`src/design/djs_pkg.sv`:
```
// Package for the deadline job scheduler: sizes, mode codes, register codes, state enum.
// No dependencies.
package djs_pkg;
  localparam int MaxTasks = 16;
  localparam int IdxW     = $clog2(MaxTasks);
  localparam int CntW     = $clog2(MaxTasks + 1);
  localparam int TagW     = 8;
  localparam int DurW     = 16;
  localparam int DlW      = 32;
  localparam int StW      = 31;
  localparam int FinW     = 33;
  localparam int CfgW     = 31;

  localparam logic [1:0] ModeEdd   = 2'd0;
  localparam logic [1:0] ModeSpt   = 2'd1;
  localparam logic [1:0] ModeMoore = 2'd2;

  localparam logic RegMode  = 1'b0;
  localparam logic RegStart = 1'b1;

  typedef enum logic [3:0] {
    StIdle,
    StSortRd,
    StSortCmp,
    StWalkRd,
    StWalkChk,
    StScanRd,
    StScanCmp,
    StEvict,
    StRetry,
    StEmitRd,
    StEmit
  } state_e;
endpackage

```
`src/design/deadline_job_scheduler.sv`:
```
// Deadline job scheduler top level: job table memory, sort, Moore walk, emit.
// Depends on djs_pkg.
//
//  channel | ports                                         | handshake
//  cfg     | cfg_we_i cfg_idx_i cfg_data_i                 | write on we
//  job     | start_i job_tag_i duration_i deadline_i       | start & !busy
//          | last_job_i                                    |
//  result  | out_valid_o out_tag_o is_late_o last_result_o | strobe, 1 cycle
//
// Jobs load at one per cycle while idle. After the last job a stable
// insertion sort runs over the job memory (one read per compare), then in
// Moore mode a walk over the jobs (read, check) with a rescan of the
// schedule for its longest job on each miss while the schedule is not
// empty. Each result is read, then emitted. The job memory has one read
// port. Reset clears control only; results cannot be stalled.
module deadline_job_scheduler (
  input  logic                     clk_i,
  input  logic                     rst_ni,
  input  logic                     cfg_we_i,
  input  logic                     cfg_idx_i,
  input  logic [djs_pkg::CfgW-1:0] cfg_data_i,
  input  logic                     start_i,
  output logic                     busy_o,
  input  logic [djs_pkg::TagW-1:0] job_tag_i,
  input  logic [djs_pkg::DurW-1:0] duration_i,
  input  logic [djs_pkg::DlW-1:0]  deadline_i,
  input  logic                     last_job_i,
  output logic                     out_valid_o,
  output logic [djs_pkg::TagW-1:0] out_tag_o,
  output logic                     is_late_o,
  output logic                     last_result_o
);
  localparam int W = djs_pkg::TagW + djs_pkg::DurW + djs_pkg::DlW;
  localparam int IW = djs_pkg::IdxW;
  localparam int CW = djs_pkg::CntW;

  logic [W-1:0] mem_q [djs_pkg::MaxTasks];
  logic [W-1:0] rd_q;
  logic [IW-1:0] ra;
  logic          re;

  // order list, schedule list, late list (index lists, small registers)
  logic [IW-1:0] ord_q [djs_pkg::MaxTasks];
  logic [IW-1:0] ord_d [djs_pkg::MaxTasks];
  logic [IW-1:0] sch_q [djs_pkg::MaxTasks];
  logic [IW-1:0] sch_d [djs_pkg::MaxTasks];
  logic [IW-1:0] lat_q [djs_pkg::MaxTasks];
  logic [IW-1:0] lat_d [djs_pkg::MaxTasks];

  djs_pkg::state_e st_q, st_d;
  logic [1:0] mode_q;
  logic [djs_pkg::StW-1:0] stt_q;
  logic [CW-1:0] cnt_q, cnt_d, i_q, i_d, j_q, j_d, ns_q, ns_d, nl_q, nl_d;
  logic [CW-1:0] k_q, k_d, best_q, best_d;
  logic [djs_pkg::FinW-1:0] fin_q, fin_d;
  logic [djs_pkg::DurW-1:0] cd_q, cd_d, bd_q, bd_d;
  logic [djs_pkg::DlW-1:0] cdl_q, cdl_d;
  logic [IW-1:0] cur_q, cur_d;
  logic [djs_pkg::DlW-1:0] key_c, key_p;
  logic fits;
  logic [CW-1:0] tot;

  wire take = start_i && !busy_o;
  wire [djs_pkg::DurW-1:0] rd_dur = rd_q[djs_pkg::DlW +: djs_pkg::DurW];
  wire [djs_pkg::DlW-1:0]  rd_dl  = rd_q[djs_pkg::DlW-1:0];

  always_ff @(posedge clk_i) begin
    if (take && cnt_q < CW'(djs_pkg::MaxTasks)) begin
      mem_q[cnt_q[IW-1:0]] <= {job_tag_i, duration_i, deadline_i};
    end
    if (re) begin
      rd_q <= mem_q[ra];
    end
  end

  always_ff @(posedge clk_i or negedge rst_ni) begin
    if (!rst_ni) begin
      mode_q <= djs_pkg::ModeEdd;
      stt_q  <= '0;
    end else if (cfg_we_i) begin
      if (cfg_idx_i == djs_pkg::RegMode) mode_q <= cfg_data_i[1:0];
      else stt_q <= cfg_data_i;
    end
  end

  always_ff @(posedge clk_i or negedge rst_ni) begin
    if (!rst_ni) begin
      st_q <= djs_pkg::StIdle;
      cnt_q <= '0; i_q <= '0; j_q <= '0; ns_q <= '0; nl_q <= '0;
      k_q <= '0; best_q <= '0; fin_q <= '0;
    end else begin
      st_q <= st_d;
      cnt_q <= cnt_d; i_q <= i_d; j_q <= j_d; ns_q <= ns_d; nl_q <= nl_d;
      k_q <= k_d; best_q <= best_d; fin_q <= fin_d;
    end
  end

  always_ff @(posedge clk_i) begin
    ord_q <= ord_d; sch_q <= sch_d; lat_q <= lat_d;
    cd_q <= cd_d; bd_q <= bd_d; cdl_q <= cdl_d; cur_q <= cur_d;
  end

  assign busy_o = (st_q != djs_pkg::StIdle);
  assign tot = ns_q + nl_q;
  assign fits = (fin_q + djs_pkg::FinW'(cd_q)) <= djs_pkg::FinW'(cdl_q);
  assign key_p = (mode_q == djs_pkg::ModeSpt) ? djs_pkg::DlW'(rd_dur) : rd_dl;
  assign key_c = (mode_q == djs_pkg::ModeSpt) ? djs_pkg::DlW'(cd_q) : cdl_q;

  always_comb begin
    st_d = st_q; cnt_d = cnt_q; i_d = i_q; j_d = j_q; ns_d = ns_q; nl_d = nl_q;
    k_d = k_q; best_d = best_q; fin_d = fin_q;
    ord_d = ord_q; sch_d = sch_q; lat_d = lat_q;
    cd_d = cd_q; bd_d = bd_q; cdl_d = cdl_q; cur_d = cur_q;
    re = 1'b0; ra = '0;
    out_valid_o = 1'b0; out_tag_o = rd_q[W-1 -: djs_pkg::TagW];
    is_late_o = 1'b0; last_result_o = 1'b0;
    case (st_q)
      djs_pkg::StIdle: begin
        if (take) begin
          if (cnt_q < CW'(djs_pkg::MaxTasks)) begin
            ord_d[cnt_q[IW-1:0]] = cnt_q[IW-1:0];
            cnt_d = cnt_q + 1'b1;
            cd_d = duration_i; cdl_d = deadline_i;
          end
          if (last_job_i) begin
            i_d = CW'(1); ns_d = '0; nl_d = '0;
            fin_d = djs_pkg::FinW'(stt_q);
            // first new key must be loaded: reread item i
            st_d = djs_pkg::StSortRd;
          end
        end
      end
      // stable insertion sort: cur = ord[i], compare ord[j-1]
      djs_pkg::StSortRd: begin
        if (i_q >= cnt_q) begin
          i_d = '0;
          st_d = (mode_q == djs_pkg::ModeMoore) ? djs_pkg::StWalkRd
                                               : djs_pkg::StEmitRd;
          if (mode_q != djs_pkg::ModeMoore) ns_d = cnt_q;
          if (mode_q != djs_pkg::ModeMoore) for (int m = 0; m < djs_pkg::MaxTasks; m++)
            sch_d[m] = ord_q[m];
        end else if (j_q == '0) begin
          // load current
          cur_d = ord_q[i_q[IW-1:0]]; j_d = i_q;
          re = 1'b1; ra = ord_q[i_q[IW-1:0]];
          k_d = '0; st_d = djs_pkg::StSortCmp;
        end else begin
          re = 1'b1; ra = ord_q[j_q[IW-1:0] - 1'b1];
          k_d = CW'(1); st_d = djs_pkg::StSortCmp;
        end
      end
      djs_pkg::StSortCmp: begin
        if (k_q == '0) begin
          cd_d = rd_dur; cdl_d = rd_dl;
          re = 1'b1; ra = ord_q[j_q[IW-1:0] - 1'b1];
          k_d = CW'(1);
        end else if (key_p > key_c) begin
          ord_d[j_q[IW-1:0]] = ord_q[j_q[IW-1:0] - 1'b1];
          if (j_q == CW'(1)) begin
            ord_d[0] = cur_q; i_d = i_q + 1'b1; j_d = '0;
          end else j_d = j_q - 1'b1;
          st_d = djs_pkg::StSortRd;
        end else begin
          ord_d[j_q[IW-1:0]] = cur_q; i_d = i_q + 1'b1; j_d = '0;
          st_d = djs_pkg::StSortRd;
        end
      end
      djs_pkg::StWalkRd: begin
        if (i_q >= cnt_q) begin
          i_d = '0; st_d = djs_pkg::StEmitRd;
        end else begin
          re = 1'b1; ra = ord_q[i_q[IW-1:0]]; cur_d = ra;
          st_d = djs_pkg::StWalkChk;
        end
      end
      djs_pkg::StWalkChk: begin
        cd_d = rd_dur; cdl_d = rd_dl;
        if ((fin_q + djs_pkg::FinW'(rd_dur)) <= djs_pkg::FinW'(rd_dl)) begin
          sch_d[ns_q[IW-1:0]] = cur_q; ns_d = ns_q + 1'b1;
          fin_d = fin_q + djs_pkg::FinW'(rd_dur);
          i_d = i_q + 1'b1; st_d = djs_pkg::StWalkRd;
        end else if (ns_q == '0) begin
          lat_d[nl_q[IW-1:0]] = cur_q; nl_d = nl_q + 1'b1;
          i_d = i_q + 1'b1; st_d = djs_pkg::StWalkRd;
        end else begin
          k_d = '0; best_d = '0; bd_d = '0; st_d = djs_pkg::StScanRd;
        end
      end
      djs_pkg::StScanRd: begin
        if (k_q >= ns_q) st_d = djs_pkg::StEvict;
        else begin
          re = 1'b1; ra = sch_q[k_q[IW-1:0]]; st_d = djs_pkg::StScanCmp;
        end
      end
      djs_pkg::StScanCmp: begin
        if (k_q == '0 || rd_dur > bd_q) begin
          bd_d = rd_dur; best_d = k_q;
        end
        k_d = k_q + 1'b1; st_d = djs_pkg::StScanRd;
      end
      djs_pkg::StEvict: begin
        if (bd_q > cd_q) begin
          fin_d = fin_q - djs_pkg::FinW'(bd_q);
          lat_d[nl_q[IW-1:0]] = sch_q[best_q[IW-1:0]]; nl_d = nl_q + 1'b1;
          for (int m = 0; m < djs_pkg::MaxTasks - 1; m++)
            if (CW'(m) >= best_q) sch_d[m] = sch_q[m+1];
          ns_d = ns_q - 1'b1;
          st_d = djs_pkg::StRetry;
        end else begin
          lat_d[nl_q[IW-1:0]] = cur_q; nl_d = nl_q + 1'b1;
          i_d = i_q + 1'b1; st_d = djs_pkg::StWalkRd;
        end
      end
      djs_pkg::StRetry: begin
        if (fits) begin
          sch_d[ns_q[IW-1:0]] = cur_q; ns_d = ns_q + 1'b1;
          fin_d = fin_q + djs_pkg::FinW'(cd_q);
        end else begin
          lat_d[nl_q[IW-1:0]] = cur_q; nl_d = nl_q + 1'b1;
        end
        i_d = i_q + 1'b1; st_d = djs_pkg::StWalkRd;
      end
      djs_pkg::StEmitRd: begin
        if (i_q >= tot) begin
          cnt_d = '0; ns_d = '0; nl_d = '0; fin_d = '0; i_d = '0; j_d = '0;
          st_d = djs_pkg::StIdle;
        end else begin
          re = 1'b1;
          ra = (i_q < ns_q) ? sch_q[i_q[IW-1:0]] : lat_q[IW'(i_q - ns_q)];
          st_d = djs_pkg::StEmit;
        end
      end
      djs_pkg::StEmit: begin
        out_valid_o = 1'b1;
        is_late_o = (i_q >= ns_q);
        last_result_o = (i_q + 1'b1 == tot);
        i_d = i_q + 1'b1; st_d = djs_pkg::StEmitRd;
      end
      default: st_d = djs_pkg::StIdle;
    endcase
  end
endmodule

```
`config.mk`:
```
export PLATFORM = sky130hd
export DESIGN_NAME = deadline_job_scheduler
export DESIGN_NICKNAME = d
export VERILOG_FILES = /design/src/design/djs_pkg.sv /design/src/design/deadline_job_scheduler.sv
export SDC_FILE = /design/constraint.sdc
export NUM_CORES = 2
export LEC_CHECK = 0
export ABC_AREA = 1
export BUFFER_PORTS_ARGS = -buffer_cell sky130_fd_sc_hd__buf_4
export CAP_MARGIN = 20
export CORE_MARGIN = 3
export CORE_UTILIZATION = 25
export DETAILED_ROUTE_END_ITERATION = 8
export PLACE_DENSITY = 0.37
export SLEW_MARGIN = 40
export SYNTH_ARGS = -nofsm -noshare
export SYNTH_HDL_FRONTEND = slang
export SYNTH_SLANG_ARGS = --single-unit
```
`constraint.sdc`:
```
create_clock -name clk_i -period 5.3 [get_ports clk_i]
set_clock_uncertainty 0.05 [all_clocks]
set_input_delay 1.06 -clock clk_i [delete_from_list [all_inputs] [get_ports clk_i]]
set_output_delay 1.06 -clock clk_i [all_outputs]
set_load 0.01 [all_outputs]
```
Yosys cells after proc, flatten, opt, wreduce, memory -nomap -nowiden --
Memory sizes are Yosys's and may differ from the RTL's. A register that Yosys moved wholly into a read port is not among the register bits. Index checks and enable logic that the tools add are counted.
Cells by class: add/sub/neg operators 13, magnitude comparators 39, eq/ne operators 53, muxes and demuxes 160, bitwise operators 10, reductions and logical operators 59
Operators by type and width (count):
- $mux 64 | 12
- $bwmux 64 | 6
- $pmux 60 s4 | 1
- $mux 4 | 50
- $mux 33 | 6
- $pmux 64 s3 | 1
- $pmux 33 s5 | 1
- $mux 32 | 5
- $mux 5 | 32
- $pmux 64 s2 | 1
- $reduce_and 7->1 | 17
- $bmux 4 s4 | 6
- $mux 16 | 6
- $pmux 32 s3 | 1
- $ne 2x2->1 const B | 36
- $add 33x16->33 | 2
- $le 33x32->1 | 2
- $demux 4 s4 | 4
- $mux 60 | 1
- $pmux 16 s3 | 1
- $ge 5x5->1 const B | 9
- $not 4->5 | 9
- $pmux 4 s11 | 1
- $ge 4x5->1 const A | 7
- 56 further kinds | 117
Word-level totals: bits in registers 365, RAM bits 896, input port bits 93, word-level logic and storage cells 398, memories kept 1
Memory list:
- mem_q | depth 16, width 56, rd ports 1, clocked after memory_dff 1, wr ports 1, line deadline_job_scheduler.sv:37 | logic [W-1:0] mem_q [djs_pkg::MaxTasks];

Depth between registers and ports, before layout --
word-level depth 10, mapped depth 34

Worst setup path after synthesis --
No wires, ideal clock.
path type reg2reg, from register st_q[1], to memory mem_q[0][0] in the netlist's numbering, enable pin, setup time 539 ps, arrival time 5140 ps, required time 4711 ps, path slack -429 ps, stages on the path, launching flop included 8, buffers on the path 0, cell sequence dfrtp_1 -> nor2_1 -> inv_2 -> nor2_1 -> inv_1 -> nor2_1 -> nand2_1 -> nor3_1
Between the ends: longest elaborated chain between the ends 6
RTL lines:
- from (decl) | line deadline_job_scheduler.sv:50 | djs_pkg::state_e st_q, st_d;
- from (signal assigned) | line deadline_job_scheduler.sv:88 | st_q <= djs_pkg::StIdle;
- from (signal assigned) | line deadline_job_scheduler.sv:92 | st_q <= st_d;
- $reduce_bool 4->1 | line deadline_job_scheduler.sv:103 | assign busy_o = (st_q != djs_pkg::StIdle);
- named net busy_o | line deadline_job_scheduler.sv:23 | output logic busy_o,
- $logic_not 1->1 | line deadline_job_scheduler.sv:63 | wire take = start_i && !busy_o;
- $logic_and 1x1->1 | line deadline_job_scheduler.sv:63
- $logic_and 1x1->1 | line deadline_job_scheduler.sv:68 | if (take && cnt_q < CW'(djs_pkg::MaxTasks)) begin
- $mux 1 | line deadline_job_scheduler.sv:68
- $mux 1 (not written as such) | line deadline_job_scheduler.sv:69 | mem_q[cnt_q[IW-1:0]] <= {job_tag_i, duration_i, deadline_i};
- to (decl) | line deadline_job_scheduler.sv:37
The timed path passes the listed nets, and every way through them passes these cells.

Final worst setup path --
from register cd_q[0] in the netlist's numbering, to register sch_q[25] in the netlist's numbering, enable pin
Between the ends: longest elaborated chain between the ends 4
RTL lines:
- from (decl) | line deadline_job_scheduler.sv:56 | logic [djs_pkg::DurW-1:0] cd_q, cd_d, bd_q, bd_d;
- from (signal assigned) | line deadline_job_scheduler.sv:100 | cd_q <= cd_d; bd_q <= bd_d; cdl_q <= cdl_d; cur_q <= cur_d;
- $add 33x16->33 | line deadline_job_scheduler.sv:105 | assign fits = (fin_q + djs_pkg::FinW'(cd_q)) <= djs_pkg::FinW'(cdl_q);
- $le 33x32->1 | line deadline_job_scheduler.sv:105
- $ne 2x2->1 (no source line)
- $reduce_and 7->1 (no source line) (*)
- to (signal assigned) | line deadline_job_scheduler.sv:99 | ord_q <= ord_d; sch_q <= sch_d; lat_q <= lat_d;
- to (decl) | line deadline_job_scheduler.sv:45 | logic [IW-1:0] sch_q [djs_pkg::MaxTasks];
Every way passes the cells marked *; elsewhere a longest branch is shown, timed or not. A chain may end at the register's enable or synchronous reset.

==> results.txt <==
status = complete, no violations
cell with the most instances after synthesis = nand2_1
CTS tree = built
ratio of cells with drive above 1 in the final layout = 9.58%
Synth top cells by count = nand2_1 (1948), edfxtp_1 (1212), inv_1 (1207), nand3_1 (930), nor2_1 (487)
Initial DRC Count = 4553
post-synth net total = 8260
routed length per instance = 23.4 um
DR vias = 56771
die area = 0.291 sq mm
Worst setup SP type = register
ANT nets after route = 0
GPL Wtd Cong = 0.902
cells after synthesis = 7942
filler instances = 29867
max cap viols = 0
number of cells after detailed placement = 11675
clk root buf = clkbuf_16
HPWL Detailed = 187 mm
Initial Util = 25.2%
crit path max fanout = 8
Layout Nets = 8422
Skew-Pair Late Insertion Delay = 0.86 ns
Worst setup EP type = register
synthesized flop and latch total = 1317
number of buffers created by CTS = 169
I/O pins = 105
share of the synthesized area in the top cell type = 51.2%
gr usage total = 18.7%
std cell rows = 195
Tmin final = 4.96 ns
synth-to-layout area growth = 16.8%
ys async rst share = 7.97%
largest net degree at the start of global routing = 118
leading area contributor after synthesis = edfxtp_1
synthesized area = 0.0711 sq mm
Met3 Routed Length = 13.5 mm
CP most frequent cell = nand2_1
global-route wire length before repair = 401 mm
Worst-path clk slew = 0.07 ns
r2r endpoint = sch_q[25]$_DFFE_PP_
Top Layer Used = met5
number of synthesized flops with an enable pin = 1212
RSZ-0062 raised after global routing = false
top_reg_cell synth = edfxtp_1
hold buffers post-CTS = 0
final hold slack = 0.144 ns
Synth area leaders = edfxtp_1 (51%), nand2_1 (10%), nand3_1 (6.5%)
reg-to-reg startpoint = cd_q[0]$_DFFE_PP_
Die X = 539 um
FF-to-FF path depth = 30
Fin. Hold Viols = 0
Worst Setup EP = sch_q[25]$_DFFE_PP_
CTS H-tree depth = 4
PortBufs = 104
Tcrit/Tclk final = 93.6%
initial antenna violation count = 25
syn_area_per_cell = 8.95 sq um
Setup CP Type = register to register
R2R Setup Slk = 0.34 ns
transition time at the pin with the least slew margin = 0.854 ns
number of global-route vias before repair = 54191
Worst Path Required = 5.78 ns
clk buf depth = 4
DR WL met2 = 123 mm
worst hold path type = input port to asynchronous set/reset pin
Finished Layout Cells = 11985
Final setup viols = 0
Seq/Total Area, Yosys = 54.9%
max incr delay on CP = 0.45 ns
Core Area = 0.283 sq mm
DRT met1 WL = 135 mm
GRT overflow = 0
highest-delay cell along the critical path = edfxtp_1
drt pass-1 iters = 5
Remaining DRCs = 0
achievable frequency = 0.202 GHz
Routed WL = 280 mm
Sink Count = 1317
relative slew slack = 43.0%
Synth cell types = 66
die extent in y = 539 um
Yosys warnings = 0
Arr. time, crit path = 5.44 ns
Slew Limit Fails = 0
mean number of vias per cell = 4.74
Worst Setup SP = cd_q[0]$_DFFE_PP_
## registers in the layout (all words and copies together) (netlist names), 31 cells and up
name / count
fin_q: 33
stt_q: 31
lat_q: 64
rd_q: 56
mem_q: 896
ord_q: 64
sch_q: 64
cdl_q: 32
## worst min-delay path by stage
stage | from | endpoint | slack (ns) | cells after the start
final | rst_ni | fin_q[21]$_DFFE_PN0P_ | 0.14 | 1
after global routing | rst_ni | fin_q[21]$_DFFE_PN0P_ | 0.16 | 1
after CTS | rst_ni | fin_q[23]$_DFFE_PN0P_ | 0.12 | 1
after detailed placement | stt_q[0]$_DFFE_PN0P_ | stt_q[0]$_DFFE_PN0P_ | 0.43 | 2
after global placement | stt_q[0]$_DFFE_PN0P_ | stt_q[0]$_DFFE_PN0P_ | 0.43 | 2
after floorplan | mode_q[0]$_DFFE_PN0P_ | mode_q[0]$_DFFE_PN0P_ | 0.40 | 2
## kinds of logic (layout without fill, tap and decap cells)
family	after synthesis	in the layout	synth area share, %
fa+ha+maj	225	225	4.02
other cells	0	10	0
buf+inv	1625	1915	9.34
simple gates	3535	3535	21.0
compound gates	1149	1149	9.42
xor+xnor	61	61	0.799
mux	30	30	0.475
flops	1317	1317	54.9
## layout by cell type (no fill, tap or decap), drive strengths merged, types with 23 or more instances in the layout
master   instances
nor3            39
dfrtp          105
o211ai          44
inv           1250
o221ai          58
clkinv          71
o21ai          558
o22ai           53
o2111ai         23
buf            363
nor2           507
xor2            49
ha             219
nand2         1959
nand4           52
clkbuf         214
edfxtp        1212
a21oi          306
nand3          934
a22oi           28
mux2            30
## critical path, delay by kind of cell (launching register included)
kind / cells / cell delay [ns]
flops: 1 / 0.45
buf+inv: 4 / 0.55
fa+ha+maj: 3 / 0.98
simple gates: 18 / 1.86
compound gates: 5 / 0.74
## per-layer routing
metal	GRT usage, %	vias up
met5	0	-
met4	5.60	10
met3	2.30	385
met2	28.9	1619
met1	27.2	27806
li1	-	26951
## repair_timing
action | 4_1_cts | 5_1_grt
setup endpoints to repair | 0 | 136
endpoints found under the hold margin | 0 | 0
buffers inserted | 0 | 1
gates resized for setup | 0 | 14
## layout make-up
class	instances	area (sq um)	share of cell area (%)
timing repair buffer	363	3620	4.36
clock inverter	85	747	0.900
tap	3743	4680	5.64
sequential	1317	39000	47.0
inverter	1253	4720	5.69
clock buffer	214	4530	5.46
antenna	10	25.0	0.0302
multi-input combinational	5000	25600	30.9
## per-stage QoR
step           area, sq um  util, %  setup slack (ns)  TNS [ns]
3_3_place_gp         77600     27.5             0.150         0
5_1_grt              83000     29.4            0.0463         0
6_report             83000     29.4             0.341         0
4_1_cts              82900     29.3            0.0567         0
2_1_floorplan        71100        -            -0.429    -72.10
3_5_place_dp         77600     27.5             0.146         0
Power is not shown: default switching activity piles up to over one toggle a cycle in this logic, so the estimate is an artifact.
